$ cat src/sv/hgcm_pkg.sv
// Shared constants and types for the height gradient colour map.
package hgcm_pkg;

    // Default field widths
    localparam int HEIGHT_BITS_DEF = 16;
    localparam int FRAC_BITS_DEF   = 16;

    // Ratio input: unsigned Q0.16 with one extra bit so that 1.0 fits
    localparam int RATIO_FRAC = 16;
    localparam int RATIO_BITS = RATIO_FRAC + 1;
    localparam logic [RATIO_BITS-1:0] RATIO_ONE = RATIO_BITS'(1) << RATIO_FRAC;

    // Colour format
    localparam int CHAN_BITS = 8;
    localparam int NUM_CHAN  = 3;
    localparam int RGB_BITS  = CHAN_BITS * NUM_CHAN;
    localparam int SEG_BITS  = 2;

    // APB-style register port
    localparam int APB_DATA_BITS = 32;
    localparam int APB_ADDR_BITS = 5;

    // Register map, word index
    typedef enum logic [2:0] {
        REG_HEIGHT_MIN   = 3'd0,
        REG_HEIGHT_MAX   = 3'd1,
        REG_STOP_COLOR_0 = 3'd2,
        REG_STOP_COLOR_1 = 3'd3,
        REG_STOP_COLOR_2 = 3'd4,
        REG_STOP_COLOR_3 = 3'd5,
        REG_STOP_COLOR_4 = 3'd6
    } cfg_reg_t;

    // Palette segment codes
    typedef enum logic [SEG_BITS-1:0] {
        SEG_0 = 2'd0,
        SEG_1 = 2'd1,
        SEG_2 = 2'd2,
        SEG_3 = 2'd3
    } seg_t;

    // Reset values
    localparam logic [RGB_BITS-1:0] STOP_COLOR_0_RST = 24'h0000FF;
    localparam logic [RGB_BITS-1:0] STOP_COLOR_1_RST = 24'h00FFFF;
    localparam logic [RGB_BITS-1:0] STOP_COLOR_2_RST = 24'h00FF00;
    localparam logic [RGB_BITS-1:0] STOP_COLOR_3_RST = 24'hFFFF00;
    localparam logic [RGB_BITS-1:0] STOP_COLOR_4_RST = 24'hFF0000;
    localparam int HEIGHT_MIN_RST = 0;
    localparam int HEIGHT_MAX_RST = 100;

endpackage

$ cat src/sv/hgcm_scale.sv
// Height normalisation: range check stage followed by a one-bit-per-stage divider.
module hgcm_scale
    import hgcm_pkg::*;
#(
    parameter int HEIGHT_BITS = HEIGHT_BITS_DEF,
    parameter int FRAC_BITS   = FRAC_BITS_DEF
)
(
    input  logic                          clk,
    input  logic                          en,
    input  logic signed [HEIGHT_BITS-1:0] height,
    input  logic signed [HEIGHT_BITS-1:0] height_min,
    input  logic signed [HEIGHT_BITS-1:0] height_max,
    output logic        [FRAC_BITS:0]     scale
);

    localparam logic [FRAC_BITS:0] SCALE_ONE = {1'b1, {FRAC_BITS{1'b0}}};

    // Stage 0 holds the prepared operands, stages 1..FRAC_BITS one quotient bit each
    logic [HEIGHT_BITS-1:0] rem_reg  [FRAC_BITS+1];
    logic [HEIGHT_BITS-1:0] den_reg  [FRAC_BITS+1];
    logic [FRAC_BITS-1:0]   quo_reg  [FRAC_BITS+1];
    logic                   full_reg [FRAC_BITS+1];

    logic signed [HEIGHT_BITS:0] num_raw;
    logic signed [HEIGHT_BITS:0] den_raw;
    logic signed [HEIGHT_BITS:0] num_abs;
    logic signed [HEIGHT_BITS:0] den_abs;
    logic                        zero_scale;
    logic                        full_scale;
    logic [HEIGHT_BITS-1:0]      rem_next;
    logic [HEIGHT_BITS-1:0]      den_next;

    // Differences against the range; a reversed range flips both signs
    always_comb
    begin
        num_raw = {height[HEIGHT_BITS-1], height} - {height_min[HEIGHT_BITS-1], height_min};
        den_raw = {height_max[HEIGHT_BITS-1], height_max}
                - {height_min[HEIGHT_BITS-1], height_min};
        if (den_raw[HEIGHT_BITS])
        begin
            num_abs = -num_raw;
            den_abs = -den_raw;
        end
        else
        begin
            num_abs = num_raw;
            den_abs = den_raw;
        end
        // Empty range or height at/below the low end gives zero; at/above the top, full
        zero_scale = (den_abs == '0) || num_abs[HEIGHT_BITS] || (num_abs == '0);
        full_scale = !zero_scale && (num_abs >= den_abs);
        // Clamped cases feed 0/1 so the divider returns a zero quotient
        if (zero_scale || full_scale)
        begin
            rem_next = '0;
            den_next = HEIGHT_BITS'(1);
        end
        else
        begin
            rem_next = num_abs[HEIGHT_BITS-1:0];
            den_next = den_abs[HEIGHT_BITS-1:0];
        end
    end

    always_ff @(posedge clk)
    begin
        if (en)
        begin
            rem_reg[0]  <= rem_next;
            den_reg[0]  <= den_next;
            quo_reg[0]  <= '0;
            full_reg[0] <= full_scale;
        end
    end

    // Restoring division, one quotient bit per stage
    for (genvar k = 1; k <= FRAC_BITS; k++)
    begin : g_div
        logic [HEIGHT_BITS:0] rem_dbl;
        logic [HEIGHT_BITS:0] rem_sub;
        logic                 q_bit;

        assign rem_dbl = {rem_reg[k-1], 1'b0};
        assign rem_sub = rem_dbl - {1'b0, den_reg[k-1]};
        assign q_bit   = (rem_dbl >= {1'b0, den_reg[k-1]});

        always_ff @(posedge clk)
        begin
            if (en)
            begin
                rem_reg[k]  <= q_bit ? rem_sub[HEIGHT_BITS-1:0] : rem_dbl[HEIGHT_BITS-1:0];
                den_reg[k]  <= den_reg[k-1];
                quo_reg[k]  <= {quo_reg[k-1][FRAC_BITS-2:0], q_bit};
                full_reg[k] <= full_reg[k-1];
            end
        end
    end

    assign scale = full_reg[FRAC_BITS] ? SCALE_ONE : {1'b0, quo_reg[FRAC_BITS]};

endmodule

$ cat config.mk
export PLATFORM = sky130hd
export DESIGN_NAME = hgcm_scale
export DESIGN_NICKNAME = d
export VERILOG_FILES = /design/src/sv/hgcm_pkg.sv /design/src/sv/hgcm_scale.sv
export SDC_FILE = /design/constraint.sdc
export NUM_CORES = 1
export LEC_CHECK = 0
export BUFFER_PORTS_ARGS = -buffer_cell sky130_fd_sc_hd__buf_2
export CAP_MARGIN = 20
export CORE_MARGIN = 2
export CORE_UTILIZATION = 70
export CTS_BUF_LIST = sky130_fd_sc_hd__clkbuf_4 sky130_fd_sc_hd__clkbuf_8
export DETAILED_ROUTE_END_ITERATION = 16
export GPL_TIMING_DRIVEN = 0
export PLACE_DENSITY_LB_ADDON = 0.05
export SLEW_MARGIN = 10
export SYNTH_ARGS = -nofsm -noshare
export SYNTH_HDL_FRONTEND = slang
export SYNTH_SLANG_ARGS = --single-unit
$ cat constraint.sdc
create_clock -name clk -period 10.07 [get_ports clk]
set_clock_uncertainty 0.2 [all_clocks]
set_input_delay 2.014 -clock clk [delete_from_list [all_inputs] [get_ports clk]]
set_output_delay 2.014 -clock clk [all_outputs]
set_load 0.02 [all_outputs]
# Word level (Yosys, flattened, before mapping)
# Memories as Yosys holds them, arrays and structs flattened.
# Index checks and enable logic that the tools add are counted.
op_classes:
  n_addsub: 20
  multipliers: 0
  div: 0
  order_cmp: 17
  eq_ne: 0
  n_shift: 0
  mux: 23
  bitwise: 0
  n_reduce_logical: 7
ops:
  columns: ["cell", "count"]
  rows:
  - ["16-bit two-way mux", 18]
  - ["17-bit by 16-bit >= comparator with 1-bit output", 16]
  - ["16-bit subtractor", 16]
  - ["17-bit two-way mux", 3]
  - ["17-bit logical NOT", 2]
  - ["17-bit negator", 2]
  - ["16-bit by 16-bit subtractor with 17-bit output", 2]
  - ["17-bit >= comparator", 1]
  - ["1-bit logical OR", 3]
  - ["1-bit two-way mux", 2]
  - ["1-bit logical AND", 1]
  - ["1-bit logical NOT", 1]
word_totals:
  register_bits: 0
  latch_bits: 0
  mem_bits_rw: 833
  romBits: 0
  input_bits: 50
  out_inout_bits: 17
  word_cells: 71
  mem_count: 4
memory_table:
  columns: ["name", "words", "width", "rd", "rd_clocked_by_memory_dff", "wr", "line", "source"]
  rows:
  - ["den_reg", 17, 16, 16, 0, 17, "hgcm_scale.sv:21", "logic [HEIGHT_BITS-1:0] den_reg [FRAC_BITS+1];"]
  - ["quo_reg", 17, 16, 17, 0, 17, "hgcm_scale.sv:22", "logic [FRAC_BITS-1:0] quo_reg [FRAC_BITS+1];"]
  - ["rem_reg", 17, 16, 16, 0, 17, "hgcm_scale.sv:20", "logic [HEIGHT_BITS-1:0] rem_reg [FRAC_BITS+1];"]
  - ["full_reg", 17, 1, 17, 0, 17, "hgcm_scale.sv:23", "logic full_reg [FRAC_BITS+1];"]

# Longest topological paths before layout
# Gate-level depths: netlist of run 1.
depth:
  ltp_word: 10
  depth_mapped: 24
  ltp_nobuf: 20

# Worst setup path after synthesis of run 1
# OpenSTA, ideal clock, no wires.
synth_timing:
  kind: "in2reg"
  from: "input height_max[0]"
  to: "memory den_reg[0][0] (netlist name) (data pin)"
  setup_ns: 0.259
  arrival_time_ns: 6.758
  required_time_ns: 9.611
  setup_slack_ns: 2.853
  path_stages: 24
  n_path_buf: 5
  path_cell_list: "inv_1 > ha_1 > fa_1 > nand2b_1 > a21o_1 > a211oi_1 > a21bo_2 > buf_2 > buf_2 > buf_2 > buf_1 > o21bai_1 > ha_1 > a21o_1 > a21o_1 > a21o_1 > a211o_1 > a21oi_1 > o31ai_1 > maj3_2 > a41oi_2 > o211ai_2 > buf_6 > or2_1"
synth_lines:
  columns: ["item", "line", "source"]
  rows:
  - ["from (decl)", "hgcm_scale.sv:13", "input logic signed [HEIGHT_BITS-1:0] height_max,"]
  - ["to (decl)", "hgcm_scale.sv:21", null]

==> tab_implementation.tex, run 1 <==
\begin{tabular}{lr}
\hline
Metric & Value \\
\hline
\multicolumn{2}{l}{\textbf{Floorplanning}} \\
Boundary Pins & 67 \\
Number of cell rows & 85 \\
Effective utilization at floorplan & 0.7072 \\
Die Ht & $\sim$240 um \\
Die area & 0.05614 mm2 \\
Die extent in x & 236.9 um \\
Floorplan core area & 0.05371 mm2 \\
\multicolumn{2}{l}{\textbf{Synthesis}} \\
Synthesized Nets & 3792 \\
Post-Syn Instances & $\sim$3400 \\
Cell Area, Synth & 0.03798 mm2 \\
Share of Yosys cell area claimed by the top area cell type & 0.5258 \\
Yosys reg bits & between 600 and 700 \\
Sequential element share of the synthesized area & 0.5258 \\
Synthesis warning total & 0 \\
Cell type with the largest total area after synthesis & edfxtp\_1 \\
Avg Cell Area, Syn & between 10 and 15 um2 \\
Main area contributors after synthesis & edfxtp\_1, ha\_1, inv\_1 \\
Flip-flop cell with the highest count after synthesis & edfxtp\_1 \\
EDFF count, synth & 665 \\
Proportion of synthesized flip-flops having asynchronous set or reset & 0 \\
Most frequently used cell type in the post-synthesis netlist & edfxtp\_1 \\
Number of library cell types mapped by synthesis & 93 \\
Most frequent cells after synthesis & edfxtp\_1, inv\_1, nor2\_1 \\
\multicolumn{2}{l}{\textbf{Setup path}} \\
Reg2Reg Capture Point & rem\_reg[0][172] \\
Required time reported for the critical path endpoint & 10.30 ns \\
Signal arrival time at the worst endpoint & 8.26 ns \\
Type of origin of the critical path & input pin \\
Critical path fanouts, max & 10 \\
Setup CP Type & in2reg \\
R2r startpoint & rem\_reg[0][144] \\
Sort of element at the end of the critical path & register \\
Cell depth of the worst flop-to-flop path & 13 \\
Worst-case register-to-register setup slack & around 5 ns \\
\multicolumn{2}{l}{\textbf{Routing}} \\
Routed wire length & 84420 um \\
Via Count & 26849 \\
Routed length on met1 & 35680 um \\
Final ANT Viol Nets & 0 \\
DR WL met3 & $\sim$5400 um \\
Routed length per instance & just under 20 um \\
First-pass iteration count of the detailed router & 6 \\
1st-iter DRT viols & 2222 \\
Highest routed metal layer & met4 \\
Vias per std cell & 6.131 \\
Detail Route met2 WL & 40970 um \\
Residual DRC & 0 \\
\multicolumn{2}{l}{\textbf{Clocking}} \\
Hold buffer count at cts & 0 \\
Root Buffer & clkbuf\_8 \\
Number of buffers inserted to repair setup after CTS & 0 \\
CTS max path bufs & 3 \\
Clock insertion delay at the later pin of the skew report & around 0.72 ns \\
Clk slew on worst S/H paths & 0.06 ns \\
TritonCTS buffer count & 103 \\
Clock tree from TritonCTS & built \\
Post-CTS resize count & 0 \\
Clock sink count & about 670 \\
Maximum level of the CTS H-tree & 3 \\
\multicolumn{2}{l}{\textbf{Worst hold path}} \\
Depth of the worst hold-timing path & 0 \\
WHS Endpoint & quo\_reg[0][163] \\
Hold/Removal Path Class & reg2reg \\
Worst Min Path Start & quo\_reg[0][146] \\
\multicolumn{2}{l}{\textbf{Timing}} \\
RSZ-0062 raised after global routing & no \\
Endpoints failing setup & 0 \\
Number of endpoints with negative hold slack in the final report & 0 \\
Worst slack on hold paths & 0.1905 ns \\
Highest Clock Rate & 124.6 MHz \\
Final worst path period need & about 8 ns \\
Tcrit/Tclk final & 0.7973 \\
Count of final max-slew check failures & 0 \\
Final setup slack of the worst path & 2.041 ns \\
Normalized max-slew margin & 0.3023 \\
Worst Tran Pin Value & 1.047 ns \\
\multicolumn{2}{l}{\textbf{Placement}} \\
Routability congestion estimate from global placement & 0.9284 \\
Worst setup slack before clock tree synthesis & 1.480 ns \\
Port Buf Inserts & between 60 and 70 \\
Half-perimeter wire length after placement & 62510 um \\
\multicolumn{2}{l}{\textbf{Finish}} \\
Area Overhead vs Synth & 8.928\% \\
Share of layout cells above drive strength 1 & 0.09617 \\
Net count, final & 3968 \\
\multicolumn{2}{l}{\textbf{Global routing}} \\
First-pass GRT wire length & 133900 um \\
Initial antenna violation count & 3 \\
Tot GR Track Use & 0.3001 \\
Global route total overflow & 0 \\
Vias in the first global route & 26251 \\
Maximum number of pins on one net before global-route repair & 134 \\
\multicolumn{2}{l}{\textbf{Pwr}} \\
Max rail drop VDD & 0.0001796 V \\
Static Leak & 0.01686 uW \\
Total power density per cell area & around 310 mW/mm2 \\
\multicolumn{2}{l}{\textbf{Status}} \\
Status & complete, no violations \\
\multicolumn{2}{l}{\textbf{Flow run}} \\
Maximum Capacitance Violations & 0 \\
\hline
\end{tabular}
==> critical path: stages <==
cell and delay [ns]:
buf_2 0.12, ha_1 0.21, fa_1 0.40, nand2b_1 0.21, a21o_1 0.22, a211oi_1 0.62
a21bo_2 0.24, buf_2 0.21, buf_2 0.30, buf_2 0.30, buf_1 0.44, nor2_1 0.10
xnor2_1 0.31, ha_1 0.29, a21o_1 0.16, a21o_1 0.18, a211o_1 0.29, a21oi_1 0.21
o31ai_1 0.15, maj3_2 0.34, a41oi_2 0.27, o211ai_2 0.23, buf_6 0.22, or2_1 0.21
==> layout make-up <==
cell class	count	area, um2
inverters	392	1471
multi-input cells	2307	16290
fillers	3388	12340
clock buffers	125	1583
repair buffers	71	478.0
flip-flops and latches	665	19970
plain buffers	56	251.5
clock inverters	65	454.2
diodes	2	5.005
well taps	696	870.8
==> per-stage QoR <==
step | std cells | util | total power (uW) | instance area [um2] | TNS (ns)
2_1_floorplan | 3420 | - | 8686 | 37980 | 0
3_3_place_gp | 4182 | 0.7295 | 10000 | 39180 | -1622.21
3_5_place_dp | 4187 | 0.7323 | 10240 | 39330 | 0
4_1_cts | 4377 | 0.7702 | 12560 | 41370 | 0
5_1_grt | 4378 | 0.7703 | 13420 | 41370 | 0
6_report | 4379 | 0.7703 | 12640 | 41370 | 0
==> cells by family (layout without fill, tap and decap cells) <==
logic type      Yosys count  after routing  share of synthesized area
simple gates            945            945                     0.1220
compound gates          775            775                     0.1329
flops                   665            665                     0.5258
buf+inv                 448            709                    0.04536
fa+ha+maj               323            323                     0.1097
xor+xnor                211            211                    0.04886
mux                      53             53                    0.01538
other cells               0              2                          0
==> power breakdown <==
part	internal (uW)	switching [uW]	total (uW)
clock network	1180	1070	2250
registers	4150	434	4590
logic	2370	3440	5810
==> per-layer routing <==
metal / vias to the layer above / track usage
li1: 12824 / -
met1: 12808 / 0.4002
met2: 1027 / 0.5083
met3: 190 / 0.04488
met4: 0 / 0.09935
met5: - / 0
==> cell usage in the layout, fill, tap and decap left out, types with 22 or more instances in the layout <==
master,count
edfxtp_1,665
inv_1,392
nor2_1,308
ha_1,305
a21oi_1,269
nand2_1,154
o21ai_0,150
xnor2_1,127
clkbuf_8,103
xor2_1,83
nor3_1,82
nor2b_1,76
buf_2,74
nand2b_1,56
nand4_1,56
nand3_1,56
a21o_1,51
mux2_2,43
a21boi_0,40
clkbuf_1,39
o21a_1,38
o31ai_1,36
clkinv_1,32
or2_2,31
or3_1,28
nor4_1,26
and3_1,24
clkbuf_4,22
==> how the worst max path moves through the flow <==
stage                        from              end  slack (ns)  depth (start not counted)
finish              height_min[0]    den_reg[0][0]        2.04                         24
CTS                 height_min[0]    den_reg[0][0]        2.21                         24
global placement               en  quo_reg[0][250]       -2.52                          1
global route        height_min[0]    den_reg[0][0]        1.73                         24
detailed placement  height_min[0]    den_reg[0][0]        1.48                         24
floorplan           height_max[0]    den_reg[0][0]        2.85                         24
Note: power is estimated with default switching activity, not from simulation.
==> run 2, diff against run 1 <==
Settings changed: ABC_AREA from default to 1, CORE_UTILIZATION 70 to 66.
Clock period 10.07 ns to 8.3 ns, I/O delays scaled along.
==> run 2 against run 1 <==
Against the previous run:
- critical path depth rose by 5
- hold slack improved by 0.0024 ns
- sequential share of layout area rose by 0.96 points
- combinational power rose by 8.3%
- final cell count rose by 9.1%
- wire length fell by 4.0%
- global-route usage fell by 1.8 points
- synthesized area fell by 2.2%
- clock-buffer cell count did not move
- die area rose by 3.7%
==> tab_implementation.tex, run 2 <==
\begin{tabular}{lr}
\hline
Metric & Value \\
\hline
\multicolumn{2}{l}{\textbf{Timing}} \\
Count of final max-slew check failures & 0 (unchanged) \\
Normalized max-slew margin & 0.5327 (+0.2304) \\
Final setup slack of the worst path & 2.406 ns (+0.3651 ns) \\
Number of endpoints with negative hold slack in the final report & 0 (unchanged) \\
Tcrit/Tclk final & 0.7101 \\
Final worst path period need & between 5 and 6 ns \\
Endpoints failing setup & 0 (unchanged) \\
Highest Clock Rate & 169.7 MHz \\
Worst slack on hold paths & 0.1929 ns (+0.002375 ns) \\
RSZ-0062 raised after global routing & no \\
Worst Tran Pin Value & 0.7010 ns (-0.3456 ns) \\
\multicolumn{2}{l}{\textbf{Finish}} \\
Area Overhead vs Synth & 9.195\% \\
Most frequent cells in the layout & nand2\_1, edfxtp\_1, inv\_1, ha\_1, a21oi\_1 \\
Net count, final & 4322 (+8.9\%) \\
Area taken by multi-input logic gates & 0.01501 mm2 (-7.8\%) \\
Most common library cell in the layout ignoring fill and taps & nand2\_1 \\
Share of layout cells above drive strength 1 & 0.08637 (-0.009796) \\
Number of filler cells placed in the layout & 3886 (+15\%) \\
Sequential cell area & 0.01997 mm2 (unchanged) \\
\multicolumn{2}{l}{\textbf{Global routing}} \\
Global route total overflow & 0 (unchanged) \\
First-pass GRT wire length & 129200 um (-3.6\%) \\
Vias in the first global route & 26046 (-0.78\%) \\
Initial antenna violation count & 3 (unchanged) \\
Tot GR Track Use & 0.2820 (-0.01806) \\
Maximum number of pins on one net before global-route repair & 125 (-6.7\%) \\
\multicolumn{2}{l}{\textbf{Flow run}} \\
Maximum Capacitance Violations & 0 (unchanged) \\
\multicolumn{2}{l}{\textbf{Setup path}} \\
Sort of element at the end of the critical path & register \\
Critical path fanouts, max & 10 (unchanged) \\
Setup CP Type & in2reg \\
Signal arrival time at the worst endpoint & 6.09 ns (-2.17 ns) \\
Required time reported for the critical path endpoint & 8.50 ns (-1.80 ns) \\
CP max stage cell & or3b\_2 \\
Type of origin of the critical path & input pin \\
Stage delay of the slowest cell on the critical path & 0.45 ns (-0.17 ns) \\
\multicolumn{2}{l}{\textbf{Clocking}} \\
Maximum level of the CTS H-tree & 3 (unchanged) \\
Clock insertion delay at the later pin of the skew report & 0.71 ns (about the same) \\
Clk slew on worst S/H paths & 0.06 ns (about the same) \\
Clock tree from TritonCTS & built \\
TritonCTS buffer count & 102 (-0.97\%) \\
Hold buffer count at cts & 0 (unchanged) \\
Post-CTS resize count & 0 (unchanged) \\
Number of buffers inserted to repair setup after CTS & 0 (unchanged) \\
CTS max path bufs & 3 (unchanged) \\
Clock sink count & 665 (unchanged) \\
Root Buffer & clkbuf\_8 \\
\multicolumn{2}{l}{\textbf{Synthesis}} \\
Main area contributors after synthesis & edfxtp\_1, ha\_1, nand2\_1 \\
Most frequently used cell type in the post-synthesis netlist & nand2\_1 \\
Number of library cell types mapped by synthesis & 50 (-46\%) \\
Synthesized Nets & 4146 (+9.3\%) \\
Most frequent cells after synthesis & nand2\_1, edfxtp\_1, inv\_1 \\
Yosys reg bits & 665 (unchanged) \\
Synthesis warning total & 0 (unchanged) \\
EDFF count, synth & 665 (unchanged) \\
Sequential element share of the synthesized area & 0.5375 (+0.01176) \\
Cell Area, Synth & 0.03715 mm2 (-2.2\%) \\
Cell type with the largest total area after synthesis & edfxtp\_1 \\
Post-Syn Instances & 3774 (+10\%) \\
Share of Yosys cell area claimed by the top area cell type & 0.5375 (+0.01176) \\
Avg Cell Area, Syn & 9.844 um2 (-11\%) \\
Flip-flop cell with the highest count after synthesis & edfxtp\_1 \\
Proportion of synthesized flip-flops having asynchronous set or reset & 0 (unchanged) \\
\multicolumn{2}{l}{\textbf{Placement}} \\
Routability congestion estimate from global placement & 0.9208 (-0.82\%) \\
Port Buf Inserts & 66 (unchanged) \\
Half-perimeter wire length after placement & 62640 um (+0.20\%) \\
Worst setup slack before clock tree synthesis & 1.785 ns (+0.3052 ns) \\
\multicolumn{2}{l}{\textbf{Routing}} \\
Routed length per instance & 16.96 um (-12\%) \\
Vias per std cell & 5.601 (-8.7\%) \\
DR WL met3 & 4778 um (-11\%) \\
Routed length on met1 & 34050 um (-4.6\%) \\
Via Count & 26760 (-0.33\%) \\
Final ANT Viol Nets & 0 (unchanged) \\
Routed wire length & 81020 um (-4.0\%) \\
Detail Route met2 WL & 39110 um (-4.5\%) \\
Residual DRC & 0 (unchanged) \\
First-pass iteration count of the detailed router & 6 (unchanged) \\
Highest routed metal layer & met5 \\
1st-iter DRT viols & 2143 (-3.6\%) \\
\multicolumn{2}{l}{\textbf{Floorplanning}} \\
Die area & 0.05820 mm2 (+3.7\%) \\
Floorplan core area & 0.05542 mm2 (+3.2\%) \\
Number of cell rows & 86 (+1.2\%) \\
Boundary Pins & 67 (unchanged) \\
Die Ht & 241.3 um (+1.8\%) \\
Effective utilization at floorplan & 0.6704 (-0.03679) \\
Die extent in x & 241.3 um (+1.8\%) \\
\multicolumn{2}{l}{\textbf{Status}} \\
Status & complete, no violations \\
\multicolumn{2}{l}{\textbf{Pwr}} \\
Total power density per cell area & 356.3 mW/mm2 (+17\%) \\
Max rail drop VDD & 0.0002616 V (+46\%) \\
Static Leak & 0.01813 uW (+7.5\%) \\
\multicolumn{2}{l}{\textbf{Worst hold path}} \\
Hold/Removal Path Class & reg2reg \\
\hline
\end{tabular}
==> run 2: cell count changes after synthesis, moves of 42 or more <==
cell      delta
a21o_1      -42
inv_1      +116
mux2_2      -43
nand2_1    +812
nand2b_1    -56
nand3_1    +128
nor2_1     -119
nor2b_1     -76
nor3_1      -53
o21ai_0     +79
==> run 2: worst max-delay path: cells and delay by family <==
kind                       cells  cell delay (ns)
and+or+nand+nor               16             1.90
adders and majority gates      3             0.98
buffers and inverters          5             0.69
AOI/OAI and AO/OA              4             0.44
xor gates and xnor gates       1             0.40
==> run 2: kinds of logic after synthesis <==
kind of cell    Yosys count  share of synthesized area
buf+inv                 557                    0.05833
simple gates           1502                     0.1698
fa+ha+maj               322                     0.1119
compound gates          543                    0.07861
xor+xnor                185                    0.04382
flops                   665                     0.5375
==> run 2: layout make-up <==
class                      count  share of cell area
clock buffer                 125             0.03886
antenna                        1          0.00006169
timing repair buffer          72             0.01246
multi-input combinational   2552              0.3701
inverter                     514             0.04762
buffer                        43            0.005799
sequential                   665              0.4923
clock inverter                58            0.009747
tap                          748             0.02307
==> run 2: metrics by stage <==
step                      TNS [ns]  utilization  power (uW)  cells  area [um2]
final                            0       0.7320       14450   4778       40570
after global routing             0       0.7320       15530   4778       40570
after CTS                        0       0.7320       14410   4777       40560
after detailed placement         0       0.6964       11730   4594       38590
after global placement    -2620.83       0.6932       11470   4588       38420
after floorplan                  0            -       10030   3774       37150
==> run 2: worst paths after layout <==
path | slack (ns) | cells past startpoint | end | from
setup / recovery | 2.41 | 29 | den_reg[0][6] | height_min[0]
setup reg to reg | 4.45 | 19 | rem_reg[0][73] | rem_reg[0][49]
hold reg to reg | 0.19 | 0 | quo_reg[0][226] | quo_reg[0][209]
hold / removal | 0.19 | 0 | quo_reg[0][226] | quo_reg[0][209]
==> run 2: report_power, final <==
group,internal (uW),switching [uW]
registers,5010,516
logic,2350,3940
clock network,1390,1240
==> run 2: routing by layer <==
layer  track usage  up-vias
met4        0.1079        4
met2        0.4820      881
met5             0        -
li1              -    13146
met3       0.04683      241
met1        0.3625    12488
